--- src/rtl/core/pva_pkg.sv ---
// ----------------------------------------------------------------------------
// pva_pkg
// Shared field widths, event and status codes, and controller command type
// for the polyphonic voice allocator.
// ----------------------------------------------------------------------------
package pva_pkg;

   localparam int unsigned FUNC_W   = 2;
   localparam int unsigned NOTE_W   = 7;
   localparam int unsigned VEL_W    = 7;
   localparam int unsigned REQPOS_W = 4;
   localparam int unsigned STATUS_W = 3;
   localparam int unsigned NEWPOS_W = 3;
   localparam int unsigned MASK_W   = 8;
   localparam int unsigned ACTIVE_W = 4;

   typedef enum logic [FUNC_W-1:0] {
      FUNC_NOTE_ON  = 2'd0,
      FUNC_NOTE_OFF = 2'd1,
      FUNC_ALL_OFF  = 2'd2,
      FUNC_DELETE   = 2'd3
   } func_type;

   typedef enum logic [STATUS_W-1:0] {
      STATUS_STARTED   = 3'd0,
      STATUS_DUPLICATE = 3'd1,
      STATUS_RELEASED  = 3'd2,
      STATUS_DELETED   = 3'd3,
      STATUS_RANGE     = 3'd4
   } status_type;

   typedef struct packed {
      logic load;
      logic execute;
   } pva_cmd_type;

endpackage

--- src/rtl/core/pva_req_if.sv ---
// ----------------------------------------------------------------------------
// pva_req_if
// Event channel: valid/ready handshake with the voice event payload.
// ----------------------------------------------------------------------------
interface pva_req_if;
   import pva_pkg::*;

   logic                valid;
   logic                ready;
   logic [FUNC_W-1:0]   func;
   logic [NOTE_W-1:0]   note;
   logic [VEL_W-1:0]    velocity;
   logic [REQPOS_W-1:0] position;

   modport source (output valid, output func, output note, output velocity,
                   output position, input ready);
   modport sink   (input valid, input func, input note, input velocity,
                   input position, output ready);
endinterface

--- src/rtl/core/pva_rsp_if.sv ---
// ----------------------------------------------------------------------------
// pva_rsp_if
// Result channel: valid/ready handshake with the allocation result payload.
// ----------------------------------------------------------------------------
interface pva_rsp_if;
   import pva_pkg::*;

   logic                valid;
   logic                ready;
   logic [STATUS_W-1:0] status;
   logic [NEWPOS_W-1:0] new_position;
   logic                stole_oldest;
   logic [NOTE_W-1:0]   stolen_note;
   logic [MASK_W-1:0]   released_mask;
   logic [ACTIVE_W-1:0] active_count;

   modport source (output valid, output status, output new_position,
                   output stole_oldest, output stolen_note, output released_mask,
                   output active_count, input ready);
   modport sink   (input valid, input status, input new_position,
                   input stole_oldest, input stolen_note, input released_mask,
                   input active_count, output ready);
endinterface

--- src/rtl/core/pva_ctrl.sv ---
// ----------------------------------------------------------------------------
// pva_ctrl
// Two-state sequencer: captures one event, then executes it into the
// result register once that register is free.
// ----------------------------------------------------------------------------
module pva_ctrl
   import pva_pkg::*;
(
   input  logic        clock,
   input  logic        reset,
   input  logic        req_valid,
   output logic        req_ready,
   output logic        rsp_valid,
   input  logic        rsp_ready,
   output pva_cmd_type cmd
);

   typedef enum logic {
      ST_IDLE,
      ST_EXEC
   } state_type;

   state_type state_ff;
   logic      rsp_valid_ff;

   assign req_ready   = (state_ff == ST_IDLE);
   assign rsp_valid   = rsp_valid_ff;
   assign cmd.load    = (state_ff == ST_IDLE) && req_valid;
   assign cmd.execute = (state_ff == ST_EXEC) && (!rsp_valid_ff || rsp_ready);

   always_ff @(posedge clock) begin
      if (reset) begin
         state_ff     <= ST_IDLE;
         rsp_valid_ff <= 1'b0;
      end else begin
         if (cmd.execute) begin
            rsp_valid_ff <= 1'b1;
         end else if (rsp_ready) begin
            rsp_valid_ff <= 1'b0;
         end
         unique case (state_ff)
            ST_IDLE: begin
               if (req_valid) begin
                  state_ff <= ST_EXEC;
               end
            end
            ST_EXEC: begin
               if (cmd.execute) begin
                  state_ff <= ST_IDLE;
               end
            end
            default: state_ff <= ST_IDLE;
         endcase
      end
   end

`ifndef ASSERT_OFF
   a_one_in_flight: assert property (@(posedge clock) disable iff (reset)
      (req_valid && req_ready) |=> !req_ready)
      else $error("second event taken while one is in flight");

   a_exec_gives_rsp: assert property (@(posedge clock) disable iff (reset)
      cmd.execute |=> rsp_valid)
      else $error("executed event produced no result");

   a_no_overwrite: assert property (@(posedge clock) disable iff (reset)
      cmd.execute |-> (!rsp_valid_ff || rsp_ready))
      else $error("result register overwritten before transfer");
`endif

endmodule

--- src/rtl/core/pva_datapath.sv ---
// ----------------------------------------------------------------------------
// pva_datapath
// Age-ordered voice slots, event operand register and result register.
// Matching, append, steal and gap closing are done across all slots at once.
// ----------------------------------------------------------------------------
module pva_datapath
   import pva_pkg::*;
#(
   parameter int unsigned MAX_VOICES = 8
) (
   input  logic                clock,
   input  logic                reset,
   input  pva_cmd_type         cmd,
   input  logic [FUNC_W-1:0]   req_func,
   input  logic [NOTE_W-1:0]   req_note,
   input  logic [VEL_W-1:0]    req_velocity,
   input  logic [REQPOS_W-1:0] req_position,
   output logic [STATUS_W-1:0] rsp_status,
   output logic [NEWPOS_W-1:0] rsp_new_position,
   output logic                rsp_stole_oldest,
   output logic [NOTE_W-1:0]   rsp_stolen_note,
   output logic [MASK_W-1:0]   rsp_released_mask,
   output logic [ACTIVE_W-1:0] rsp_active_count
);

   localparam int unsigned CNT_W = $clog2(MAX_VOICES + 1);
   localparam int unsigned CMP_W = (CNT_W > REQPOS_W) ? CNT_W : REQPOS_W;

   func_type            op_func_ff;
   logic [NOTE_W-1:0]   op_note_ff;
   logic [VEL_W-1:0]    op_vel_ff;
   logic [REQPOS_W-1:0] op_pos_ff;

   logic [NOTE_W-1:0]   note_ff [MAX_VOICES];
   logic [NOTE_W-1:0]   note_in [MAX_VOICES];
   logic [VEL_W-1:0]    vel_ff  [MAX_VOICES];
   logic [VEL_W-1:0]    vel_in  [MAX_VOICES];
   logic [MAX_VOICES-1:0] rel_ff, rel_in;
   logic [CNT_W-1:0]    count_ff, count_in;

   logic [MAX_VOICES-1:0] active, match, mask_wide;
   logic                full;
   status_type          status_in;
   logic [CNT_W-1:0]    newpos_wide;
   logic                stole_in;
   logic [NOTE_W-1:0]   stolen_in;
   logic [MASK_W-1:0]   mask_in;

   always_ff @(posedge clock) begin
      if (cmd.load) begin
         if ((func_type'(req_func) == FUNC_NOTE_ON) && (req_velocity == '0)) begin
            op_func_ff <= FUNC_NOTE_OFF;
         end else begin
            op_func_ff <= func_type'(req_func);
         end
         op_note_ff <= req_note;
         op_vel_ff  <= req_velocity;
         op_pos_ff  <= req_position;
      end
   end

   always_comb begin
      for (int k = 0; k < MAX_VOICES; k++) begin
         active[k] = CNT_W'(k) < count_ff;
         match[k]  = active[k] && (note_ff[k] == op_note_ff) && !rel_ff[k];
      end
      full = (count_ff == CNT_W'(MAX_VOICES));
   end

   always_comb begin
      note_in     = note_ff;
      vel_in      = vel_ff;
      rel_in      = rel_ff;
      count_in    = count_ff;
      status_in   = STATUS_RELEASED;
      newpos_wide = '0;
      stole_in    = 1'b0;
      stolen_in   = '0;
      mask_wide   = '0;
      unique case (op_func_ff)
         FUNC_NOTE_ON: begin
            if (|match) begin
               status_in = STATUS_DUPLICATE;
            end else if (full) begin
               status_in = STATUS_STARTED;
               stole_in  = 1'b1;
               stolen_in = note_ff[0];
               for (int k = 0; k < MAX_VOICES - 1; k++) begin
                  note_in[k] = note_ff[k+1];
                  vel_in[k]  = vel_ff[k+1];
                  rel_in[k]  = rel_ff[k+1];
               end
               note_in[MAX_VOICES-1] = op_note_ff;
               vel_in[MAX_VOICES-1]  = op_vel_ff;
               rel_in[MAX_VOICES-1]  = 1'b0;
               newpos_wide = CNT_W'(MAX_VOICES - 1);
            end else begin
               status_in = STATUS_STARTED;
               for (int k = 0; k < MAX_VOICES; k++) begin
                  if (CNT_W'(k) == count_ff) begin
                     note_in[k] = op_note_ff;
                     vel_in[k]  = op_vel_ff;
                     rel_in[k]  = 1'b0;
                  end
               end
               newpos_wide = count_ff;
               count_in    = count_ff + CNT_W'(1);
            end
         end
         FUNC_NOTE_OFF: begin
            rel_in    = rel_ff | match;
            mask_wide = match;
         end
         FUNC_ALL_OFF: begin
            rel_in    = rel_ff | active;
            mask_wide = active & ~rel_ff;
         end
         FUNC_DELETE: begin
            if (CMP_W'(op_pos_ff) >= CMP_W'(count_ff)) begin
               status_in = STATUS_RANGE;
            end else begin
               status_in = STATUS_DELETED;
               for (int k = 0; k < MAX_VOICES - 1; k++) begin
                  if (CMP_W'(k) >= CMP_W'(op_pos_ff)) begin
                     note_in[k] = note_ff[k+1];
                     vel_in[k]  = vel_ff[k+1];
                     rel_in[k]  = rel_ff[k+1];
                  end
               end
               count_in = count_ff - CNT_W'(1);
            end
         end
         default: status_in = STATUS_RELEASED;
      endcase
   end

   // only the eight lowest (oldest) positions are reported
   for (genvar b = 0; b < MASK_W; b++) begin : g_mask
      if (b < MAX_VOICES) begin : g_used
         assign mask_in[b] = mask_wide[b];
      end else begin : g_pad
         assign mask_in[b] = 1'b0;
      end
   end

   always_ff @(posedge clock) begin
      if (reset) begin
         rel_ff   <= '0;
         count_ff <= '0;
      end else if (cmd.execute) begin
         rel_ff   <= rel_in;
         count_ff <= count_in;
      end
   end

   always_ff @(posedge clock) begin
      if (cmd.execute) begin
         note_ff           <= note_in;
         vel_ff            <= vel_in;
         rsp_status        <= status_in;
         rsp_new_position  <= NEWPOS_W'(newpos_wide);
         rsp_stole_oldest  <= stole_in;
         rsp_stolen_note   <= stolen_in;
         rsp_released_mask <= mask_in;
         rsp_active_count  <= ACTIVE_W'(count_in);
      end
   end

`ifndef ASSERT_OFF
   a_count_bound: assert property (@(posedge clock) disable iff (reset)
      count_ff <= CNT_W'(MAX_VOICES))
      else $error("voice count above capacity");

   a_steal_only_full: assert property (@(posedge clock) disable iff (reset)
      (cmd.execute && stole_in) |-> full)
      else $error("voice stolen from a list that is not full");
`endif

endmodule

--- src/rtl/core/poly_voice_allocator_unit.sv ---
// ----------------------------------------------------------------------------
// poly_voice_allocator_unit
// Polyphonic voice allocator with oldest-voice stealing.
//
// Events enter on the req channel (note on, note off, all notes off, delete
// at position); every event yields exactly one transfer on the rsp channel.
// Voices are kept in age order in flip-flops, position 0 the oldest.
// An event is captured into the operand register at its req transfer and
// executed into the rsp register, raising rsp valid, once that register is
// free; the capture/execute sequencer takes no new event until the
// previous one has been executed.
// A new event is taken while the previous result still waits in the rsp
// register; if the receiver stalls, execution of that event holds until the
// register is free, and req ready stays low meanwhile.
// Synchronous reset empties the voice list and clears rsp valid;
// no clearing pass is needed, the block accepts events the cycle after.
// ----------------------------------------------------------------------------
module poly_voice_allocator_unit
   import pva_pkg::*;
#(
   parameter int unsigned MAX_VOICES = 8
) (
   input logic      clock,
   input logic      reset,
   pva_req_if.sink  req_ch,
   pva_rsp_if.source rsp_ch
);

   pva_cmd_type cmd;

   pva_ctrl u_ctrl (
      .clock     (clock),
      .reset     (reset),
      .req_valid (req_ch.valid),
      .req_ready (req_ch.ready),
      .rsp_valid (rsp_ch.valid),
      .rsp_ready (rsp_ch.ready),
      .cmd       (cmd)
   );

   pva_datapath #(
      .MAX_VOICES (MAX_VOICES)
   ) u_datapath (
      .clock             (clock),
      .reset             (reset),
      .cmd               (cmd),
      .req_func          (req_ch.func),
      .req_note          (req_ch.note),
      .req_velocity      (req_ch.velocity),
      .req_position      (req_ch.position),
      .rsp_status        (rsp_ch.status),
      .rsp_new_position  (rsp_ch.new_position),
      .rsp_stole_oldest  (rsp_ch.stole_oldest),
      .rsp_stolen_note   (rsp_ch.stolen_note),
      .rsp_released_mask (rsp_ch.released_mask),
      .rsp_active_count  (rsp_ch.active_count)
   );

endmodule
--- src/flat_wrapper.sv ---
// flat-port wrapper written by rule: the top's interface ports become plain ports
module poly_voice_allocator_unit_flat import pva_pkg::*;
#(
   parameter int unsigned MAX_VOICES = 8
)
  (clock, reset, req_ch_valid, req_ch_func, req_ch_note, req_ch_velocity, req_ch_position, req_ch_ready, rsp_ch_valid, rsp_ch_status, rsp_ch_new_position, rsp_ch_stole_oldest, rsp_ch_stolen_note, rsp_ch_released_mask, rsp_ch_active_count, rsp_ch_ready);
  pva_req_if req_ch_i ();
  pva_rsp_if rsp_ch_i ();
  input logic clock;
  input logic reset;
  input wire logic [$bits(req_ch_i.valid)-1:0] req_ch_valid;
  input wire logic [$bits(req_ch_i.func)-1:0] req_ch_func;
  input wire logic [$bits(req_ch_i.note)-1:0] req_ch_note;
  input wire logic [$bits(req_ch_i.velocity)-1:0] req_ch_velocity;
  input wire logic [$bits(req_ch_i.position)-1:0] req_ch_position;
  output wire logic [$bits(req_ch_i.ready)-1:0] req_ch_ready;
  output wire logic [$bits(rsp_ch_i.valid)-1:0] rsp_ch_valid;
  output wire logic [$bits(rsp_ch_i.status)-1:0] rsp_ch_status;
  output wire logic [$bits(rsp_ch_i.new_position)-1:0] rsp_ch_new_position;
  output wire logic [$bits(rsp_ch_i.stole_oldest)-1:0] rsp_ch_stole_oldest;
  output wire logic [$bits(rsp_ch_i.stolen_note)-1:0] rsp_ch_stolen_note;
  output wire logic [$bits(rsp_ch_i.released_mask)-1:0] rsp_ch_released_mask;
  output wire logic [$bits(rsp_ch_i.active_count)-1:0] rsp_ch_active_count;
  input wire logic [$bits(rsp_ch_i.ready)-1:0] rsp_ch_ready;
  assign req_ch_i.valid = req_ch_valid;
  assign req_ch_i.func = req_ch_func;
  assign req_ch_i.note = req_ch_note;
  assign req_ch_i.velocity = req_ch_velocity;
  assign req_ch_i.position = req_ch_position;
  assign req_ch_ready = req_ch_i.ready;
  assign rsp_ch_valid = rsp_ch_i.valid;
  assign rsp_ch_status = rsp_ch_i.status;
  assign rsp_ch_new_position = rsp_ch_i.new_position;
  assign rsp_ch_stole_oldest = rsp_ch_i.stole_oldest;
  assign rsp_ch_stolen_note = rsp_ch_i.stolen_note;
  assign rsp_ch_released_mask = rsp_ch_i.released_mask;
  assign rsp_ch_active_count = rsp_ch_i.active_count;
  assign rsp_ch_i.ready = rsp_ch_ready;
  poly_voice_allocator_unit #(.MAX_VOICES(MAX_VOICES)) u_core (.clock(clock), .reset(reset), .req_ch(req_ch_i), .rsp_ch(rsp_ch_i));
endmodule
--- config.mk ---
export PLATFORM = sky130hd
export DESIGN_NAME = poly_voice_allocator_unit_flat
export DESIGN_NICKNAME = d
export VERILOG_FILES = /design/src/rtl/core/pva_pkg.sv /design/src/rtl/core/pva_req_if.sv /design/src/rtl/core/pva_rsp_if.sv /design/src/rtl/core/pva_ctrl.sv /design/src/rtl/core/pva_datapath.sv /design/src/rtl/core/poly_voice_allocator_unit.sv /design/src/flat_wrapper.sv
export SDC_FILE = /design/constraint.sdc
export NUM_CORES = 1
export LEC_CHECK = 0
export BUFFER_PORTS_ARGS = -buffer_cell sky130_fd_sc_hd__buf_2
export CAP_MARGIN = 20
export CORE_MARGIN = 2
export CORE_UTILIZATION = 50
export DETAILED_ROUTE_END_ITERATION = 8
export PLACE_DENSITY_LB_ADDON = 0.1
export SYNTH_ARGS = -nofsm -noshare
export SYNTH_HDL_FRONTEND = slang
export SYNTH_SLANG_ARGS = --single-unit
export TNS_END_PERCENT = 30
--- constraint.sdc ---
create_clock -name clock -period 3.75 [get_ports clock]
set_input_delay 0.1875 -clock clock [delete_from_list [all_inputs] [get_ports clock]]
set_output_delay 0.1875 -clock clock [all_outputs]
set_load 0.02 [all_outputs]
== Yosys cells after proc, flatten, opt, wreduce, memory -nomap -nowiden ==
Cells that the tools add are included.

* Word-level logic and storage cells: 200
* RAM bits: 0
* Bits in read-only memories: 0
* Memories: 0
* Latch bits: 0
* Output and inout bits: 28
* Bits in registers: 109

* Bitwise logic cells: 8
* Equal/unequal tests: 36
* Reduce and logical (&&, ||, !) cells: 56
* Muxes and demuxes: 54
* Divide/modulo/power cells: 0
* Add/subtract/negate cells: 2
* $mul: 0
* Order comparisons: 16
* Shift operators: 0

{| class="wikitable"
|+ Operators with widths
! operator !! count
|-
| two-way mux 56 bit || 2
|-
| two-way mux 7 bit || 16
|-
| case mux 49 bit (2 select lines) || 1
|-
| equality test 7 bit || 8
|-
| two-way mux 49 bit || 1
|-
| AND reduction 6 bit || 7
|-
| AND reduction 5 bit || 7
|-
| case mux 7 bit (4 select lines) || 1
|-
| inequality test 3 bit (second input constant) || 8
|-
| two-way mux 1 bit || 21
|-
| logical AND 1 bit || 19
|-
| inequality test 2 bit (second input constant) || 9
|-
| equality test 3 x 4 -> 1 bit (first input constant) || 4
|-
| less-than comparator 3 x 4 -> 1 bit (first input constant) || 4
|-
| two-way mux 8 bit || 2
|-
| OR 8 bit || 2
|-
| case mux 8 bit (2 select lines) || 1
|-
| greater-or-equal comparator 3 x 4 -> 1 bit (first input constant) || 3
|-
| two-way mux 4 bit || 3
|-
| OR reduction 10 bit || 1
|-
| zero test 1 bit || 9
|-
| OR reduction 9 bit || 1
|-
| bitwise AND 8 bit || 1
|-
| equality test 2 x 4 -> 1 bit (first input constant) || 2
|-
| 26 further kinds || 39
|}

== Logic depth before layout (Yosys ltp) ==
* Depth after elaboration: 6
* Mapped depth: 12

== By module ==
From an unflattened synthesis, not the netlist that was laid out.

* Cell total of the unflattened synthesis: 517
* Area total of the unflattened synthesis: 5881.9 um2

{| class="wikitable"
|+ Modules (own cells, without submodules)
! module !! seq. area each (um2) !! cells each !! times used !! area an instance (um2)
|-
| pva_datapath || 3093.0 || 508 || 1 || 5794.3
|-
| pva_ctrl || 40.0 || 9 || 1 || 87.6
|}

== Worst setup path before layout ==
No wires, ideal clock.

* Path kind: reg-to-reg
* Start point: register u_core.u_datapath.count_ff[0]
* End point: register u_core.u_datapath.note_ff[0] (netlist name) (enable)
* Setup slack: 0.687 ns
* Cell stages (with the launch flop): 10
* Required time: 3.370 ns
* Path buffers: 1
* Library setup time: 0.380 ns
* Clock period less this slack: 3.063 ns
* Arrival time: 2.683 ns
* Path through: dfxtp_1 -> ha_1 -> nor3_4 -> nor2_1 -> nor4b_1 -> a2111o_1 -> buf_6 -> nor3_2 -> nand2_1 -> nor3_1

* Word-level cells in the longest chain between the ends: 6
* Elaborated cells on any way between the ends: 30

{| class="wikitable"
|+ Ends and longest elaborated chain
! element !! RTL line !! RTL
|-
| start: declaration || pva_datapath.sv:39 || <nowiki>logic [CNT_W-1:0] count_ff, count_in;</nowiki>
|-
| start signal: assignment || pva_datapath.sv:152 || <nowiki>count_ff <= count_in;</nowiki>
|-
| less-than comparator 1 x 4 -> 1 bit (tied with other cells) || pva_datapath.sv:64 || <nowiki>active[k] = CNT_W'(k) < count_ff;</nowiki>
|-
| logical AND 1 bit (2 in series) || pva_datapath.sv:65 || <nowiki>match[k] = active[k] && (note_ff[k] == op_note_ff) && !rel_ff[k];</nowiki>
|-
| OR reduction 8 bit || pva_datapath.sv:82 || <nowiki>if (|match) begin</nowiki>
|-
| NOT 1 bit (no source line) || - ||
|-
| AND reduction 4 bit (no source line) (*) || - ||
|-
| end signal: assignment || pva_datapath.sv:158 || <nowiki>note_ff <= note_in;</nowiki>
|-
| end: declaration || pva_datapath.sv:34 || <nowiki>logic [NOTE_W-1:0] note_ff [MAX_VOICES];</nowiki>
|}

Every way passes the cells marked *; elsewhere a longest branch is shown, timed or not.
A chain may end at the register's enable or synchronous reset.

== Final worst setup path ==
* Start point: register u_core.u_datapath.count_ff[0]
* End point: register u_core.u_datapath.note_ff[51] (netlist name) (enable)

* Word-level cells in the longest chain between the ends: 6
* Elaborated cells on any way between the ends: 32

{| class="wikitable"
|+ Ends and longest elaborated chain
! element !! RTL line
|-
| less-than comparator 1 x 4 -> 1 bit (tied with other cells) || pva_datapath.sv:64
|-
| logical AND 1 bit (2 in series) || pva_datapath.sv:65
|-
| OR reduction 8 bit || pva_datapath.sv:82
|-
| inequality test 2 bit (no source line) || -
|-
| AND reduction 6 bit (no source line) (*) || -
|}

Marked as above.

==> qor.yml <==
status:
  status: "finished clean"
place:
  routabilityCongestion: 0.988
  io_buffers: 51
  preCtsSetupSlack_ns: 0.525
  hpwl_um: 11600
synth:
  synthCells: 582
  synth_compound_area_share_pct: 12.0
  ys.flop_type: "edfxtp_1"
  synth_mux_area_share_pct: 0.523
  ys_warn_count: 0
  yosysUniqueCellTypes: 63
  synth-edff-count: 95
  synth_top_family_by_area: "simple AND/OR/NAND/NOR gates"
  synth_nets: 619
  synth_xor_area_share_pct: 8.50
  synth-seq-cells: 109
  synth_adder_area_share_pct: 2.72
  ys_seq_area_share_pct: 52.4
  syn_area_um2: 5980
  async_flop_share_pct: 0
  syn_avg_cell_area_um2: 10.3
  synthSimpleGateAreaFrac_pct: 19.1
clock_network:
  cts-root-buf: "clkbuf_16"
  cts_buffer_depth: 2
  cts_max_level: 3
  post_cts_resized: 0
  cts_inserted_buffers: 9
  cts.sinks: 109
  path_clk_slew_ns: 0.07
  clock_latency_ns: 0.36
  cts_tree: "built"
global_routing:
  use_met1_pct: 36.7
  grt_pass1_vias: 4514
  top_usage_layer: "met2"
  grt_max_degree: 50
  grt-ovfl-total: 0
  antenna_found_initial: 1
  met3_usage_pct: 4.77
  met2_usage_pct: 39.4
  grt_pass1_wl_um: 24800
  track_usage_pct: 25.5
drt:
  drtIter0Drc: 483
  drt_pre_antenna_iters: 5
  viasPerCell: 6.13
  wl_um: 15800
  drc: 0
  antenna_left: 0
  avgRoutedWirePerCell_um: 20.1
  vias: 4824
power_and_ir_drop:
  p_per_area_nw_per_um2: 424
  p_leak_nw: 2.59
  ir_drop_v: 0.000286
  power_w: 0.00288
floorplan:
  die_y_um: 113
  start_util_pct: 51.7
  row_count: 39
  ios: 52
  dieArea_um2: 12800
  die_w_um: 113
  core_area_um2: 11600
job:
  cap_viol_max_count: 0
worst_setup_path:
  worstPathArrival_ns: 3.35
  rrSetupSlack_ns: 0.47
  worst_setup_path_end_kind: "register"
  path_max_fanout: 15
  reg2reg_depth: 11
  start_kind: "register"
  r2r-end: "u_core.u_datapath.note_ff[51]"
  critPathRequiredTime_ns: 3.82
  critical_path_class: "reg2reg"
  rr_startpoint: "u_core.u_datapath.count_ff[0]"
layout:
  n_antenna_cell: 0
  fin_nets: 677
  num-fill-cells: 985
  multiInputGateArea_um2: 2560
  regArea_um2: 3130
  syn2layout_area_growth_pct: 13.6
  drive_gt1_share_pct: 14.6
timing:
  hold_violations: 0
  finalWorstSetupSlack_ns: 0.475
  fmax_ghz: 0.305
  drv_slew: 0
  holdWs_ns: 0.0210
  period_share_pct: 87.3
  worstMarginPinSlew_ns: 0.849
  fin_setup_tns_ns: 0
  rsz0062_at_grt: "false"
  clock_skew_ns: 0.00686
  final.min_clock_period_ns: 3.28
  relSlewSlack_pct: 43.0
  setup_viol: 0
worst_hold_path:
  worstHoldStart: "req_ch_func[1]"
  whs_endpoint: "u_core.u_datapath.op_func_ff[1]"
  whs_path_depth: 1
  hold_class: "in2reg"
## final cells by class
class / instances / share of cell area (%)
Clock buffer: 10 / 3.37
Clock inverter: 5 / 1.23
Inverter: 25 / 1.38
Multi-Input combinational cell: 416 / 37.8
Sequential cell: 109 / 46.1
Tap cell: 143 / 2.64
Timing Repair Buffer: 79 / 7.45
## cell usage after synthesis (2+ instances only)
cell type	n	area (µm²)
nand2_1	124	465
edfxtp_1	95	2850
a221o_1	2	20.0
a221oi_1	2	17.5
nor2_1	24	90.1
o21ai_0	22	110
a211oi_1	4	30.0
o41ai_1	2	17.5
ha_1	13	163
nor2_2	2	12.5
dfxtp_1	14	280
nor4b_1	2	17.5
and3_1	9	56.3
nand3_1	13	65.1
a311oi_1	3	26.3
nor3b_1	3	22.5
nor4_1	14	87.6
a311o_1	2	20.0
buf_2	2	10.0
a41oi_1	2	17.5
nand2b_1	2	12.5
clkbuf_1	16	60.1
a31oi_1	4	25.0
nor3_1	19	95.1
mux2i_1	2	20.0
xnor2_1	51	447
o41ai_4	2	55.1
inv_1	24	90.1
nand4_1	17	106
nand3b_1	3	22.5
a21o_1	5	37.5
a21oi_1	31	155
buf_6	4	45.0
a22oi_1	5	37.5
buf_4	8	60.1
xor2_1	7	61.3
or2_2	2	12.5
## critical path, cell delays in order (launching register included)
cell,delay (ns)
dfxtp_1,0.42
inv_1,0.24
ha_1,0.47
nand3b_1,0.14
nand4_1,0.13
nor4_1,0.06
or2_2,0.41
o31ai_4,0.21
buf_4,0.27
nand3_1,0.23
nor2_1,0.24
buf_4,0.19
## repair_timing
| action | 4_1_cts | 5_1_grt |
|---|---|---|
| buffers inserted | 0 | 0 |
| hold buffers | 11 | 0 |
| hold endpoints to repair | 11 | 0 |
## how the worst max path moves through the flow
stage	startpoint	end	slack (ns)	cells past startpoint
after global placement	u_core.u_datapath.op_note_ff[4]	u_core.u_datapath.note_ff[49]	0.54	9
final	u_core.u_datapath.count_ff[0]	u_core.u_datapath.note_ff[51]	0.47	11
after detailed placement	u_core.u_datapath.op_note_ff[0]	u_core.u_datapath.note_ff[49]	0.52	9
after CTS	u_core.u_datapath.op_note_ff[4]	u_core.u_datapath.note_ff[49]	0.51	9
after floorplan	u_core.u_datapath.count_ff[0]	u_core.u_datapath.note_ff[0]	0.69	9
after global routing	u_core.u_datapath.count_ff[0]	u_core.u_datapath.note_ff[52]	0.32	11
## registers in the layout, indices dropped and copies added (netlist names)
register,flops
u_core.u_datapath.rsp_new_position,3
u_core.u_ctrl.state_ff,1
u_core.u_ctrl.rsp_valid,1
u_core.u_datapath.rsp_stole_oldest,1
u_core.u_datapath.op_func_ff,2
u_core.u_datapath.rsp_active_count,4
u_core.u_datapath.op_note_ff,7
u_core.u_datapath.rsp_status,3
u_core.u_datapath.count_ff,4
u_core.u_datapath.rsp_released_mask,8
u_core.u_datapath.rsp_stolen_note,7
u_core.u_datapath.rel_ff,8
u_core.u_datapath.op_pos_ff,4
u_core.u_datapath.note_ff,56
## routing by layer
| layer | wire, µm | vias to the layer above |
|---|---|---|
| li1 | - | 2217 |
| met1 | 6930 | 2317 |
| met2 | 7180 | 268 |
| met3 | 1440 | 22 |
| met4 | 236 | 0 |
| met5 | 0 | - |
## through the flow
step           utilization [%]  cell area [µm²]  std cells
2_1_floorplan                -             5980        582
4_1_cts                   58.6             6780        786
3_3_place_gp              55.0             6360        760
3_5_place_dp              55.0             6360        760
6_report                  58.7             6790        787
5_1_grt                   58.7             6790        787
## kinds of logic (layout without fill, tap and decap cells)
family	after synthesis	in the layout
xor gates and xnor gates	58	58
and+or+nand+nor	241	241
AOI/OAI and AO/OA	101	101
muxes	3	3
buffers and inverters	57	119
DFF	109	109
adders and majority gates	13	13
## report_power, final
group / internal (W) / leakage (nW) / switching, W
Clock: 0.000587 / 0.153 / 0.000442
Sequential: 0.00139 / 0.999 / 0.0000581
Combinational: 0.000143 / 1.44 / 0.000258
Total: 0.00212 / 2.59 / 0.000759
## cells in the final DEF, fill, tap and decap left out, drive strengths merged, types with 3 or more instances in the layout
| cell type | n |
|---|---|
| a211oi | 4 |
| a21o | 5 |
| a21oi | 31 |
| a221oi | 3 |
| a22oi | 5 |
| a311oi | 3 |
| a31oi | 4 |
| and3 | 9 |
| buf | 68 |
| clkbuf | 10 |
| dfxtp | 14 |
| dlygate4sd3 | 11 |
| edfxtp | 95 |
| ha | 13 |
| inv | 26 |
| nand2 | 124 |
| nand3 | 13 |
| nand3b | 4 |
| nand4 | 17 |
| nor2 | 26 |
| nor3 | 21 |
| nor3b | 3 |
| nor4 | 15 |
| o21ai | 22 |
| o41ai | 4 |
| xnor2 | 51 |
| xor2 | 7 |
(Power assumes the default switching activity.)
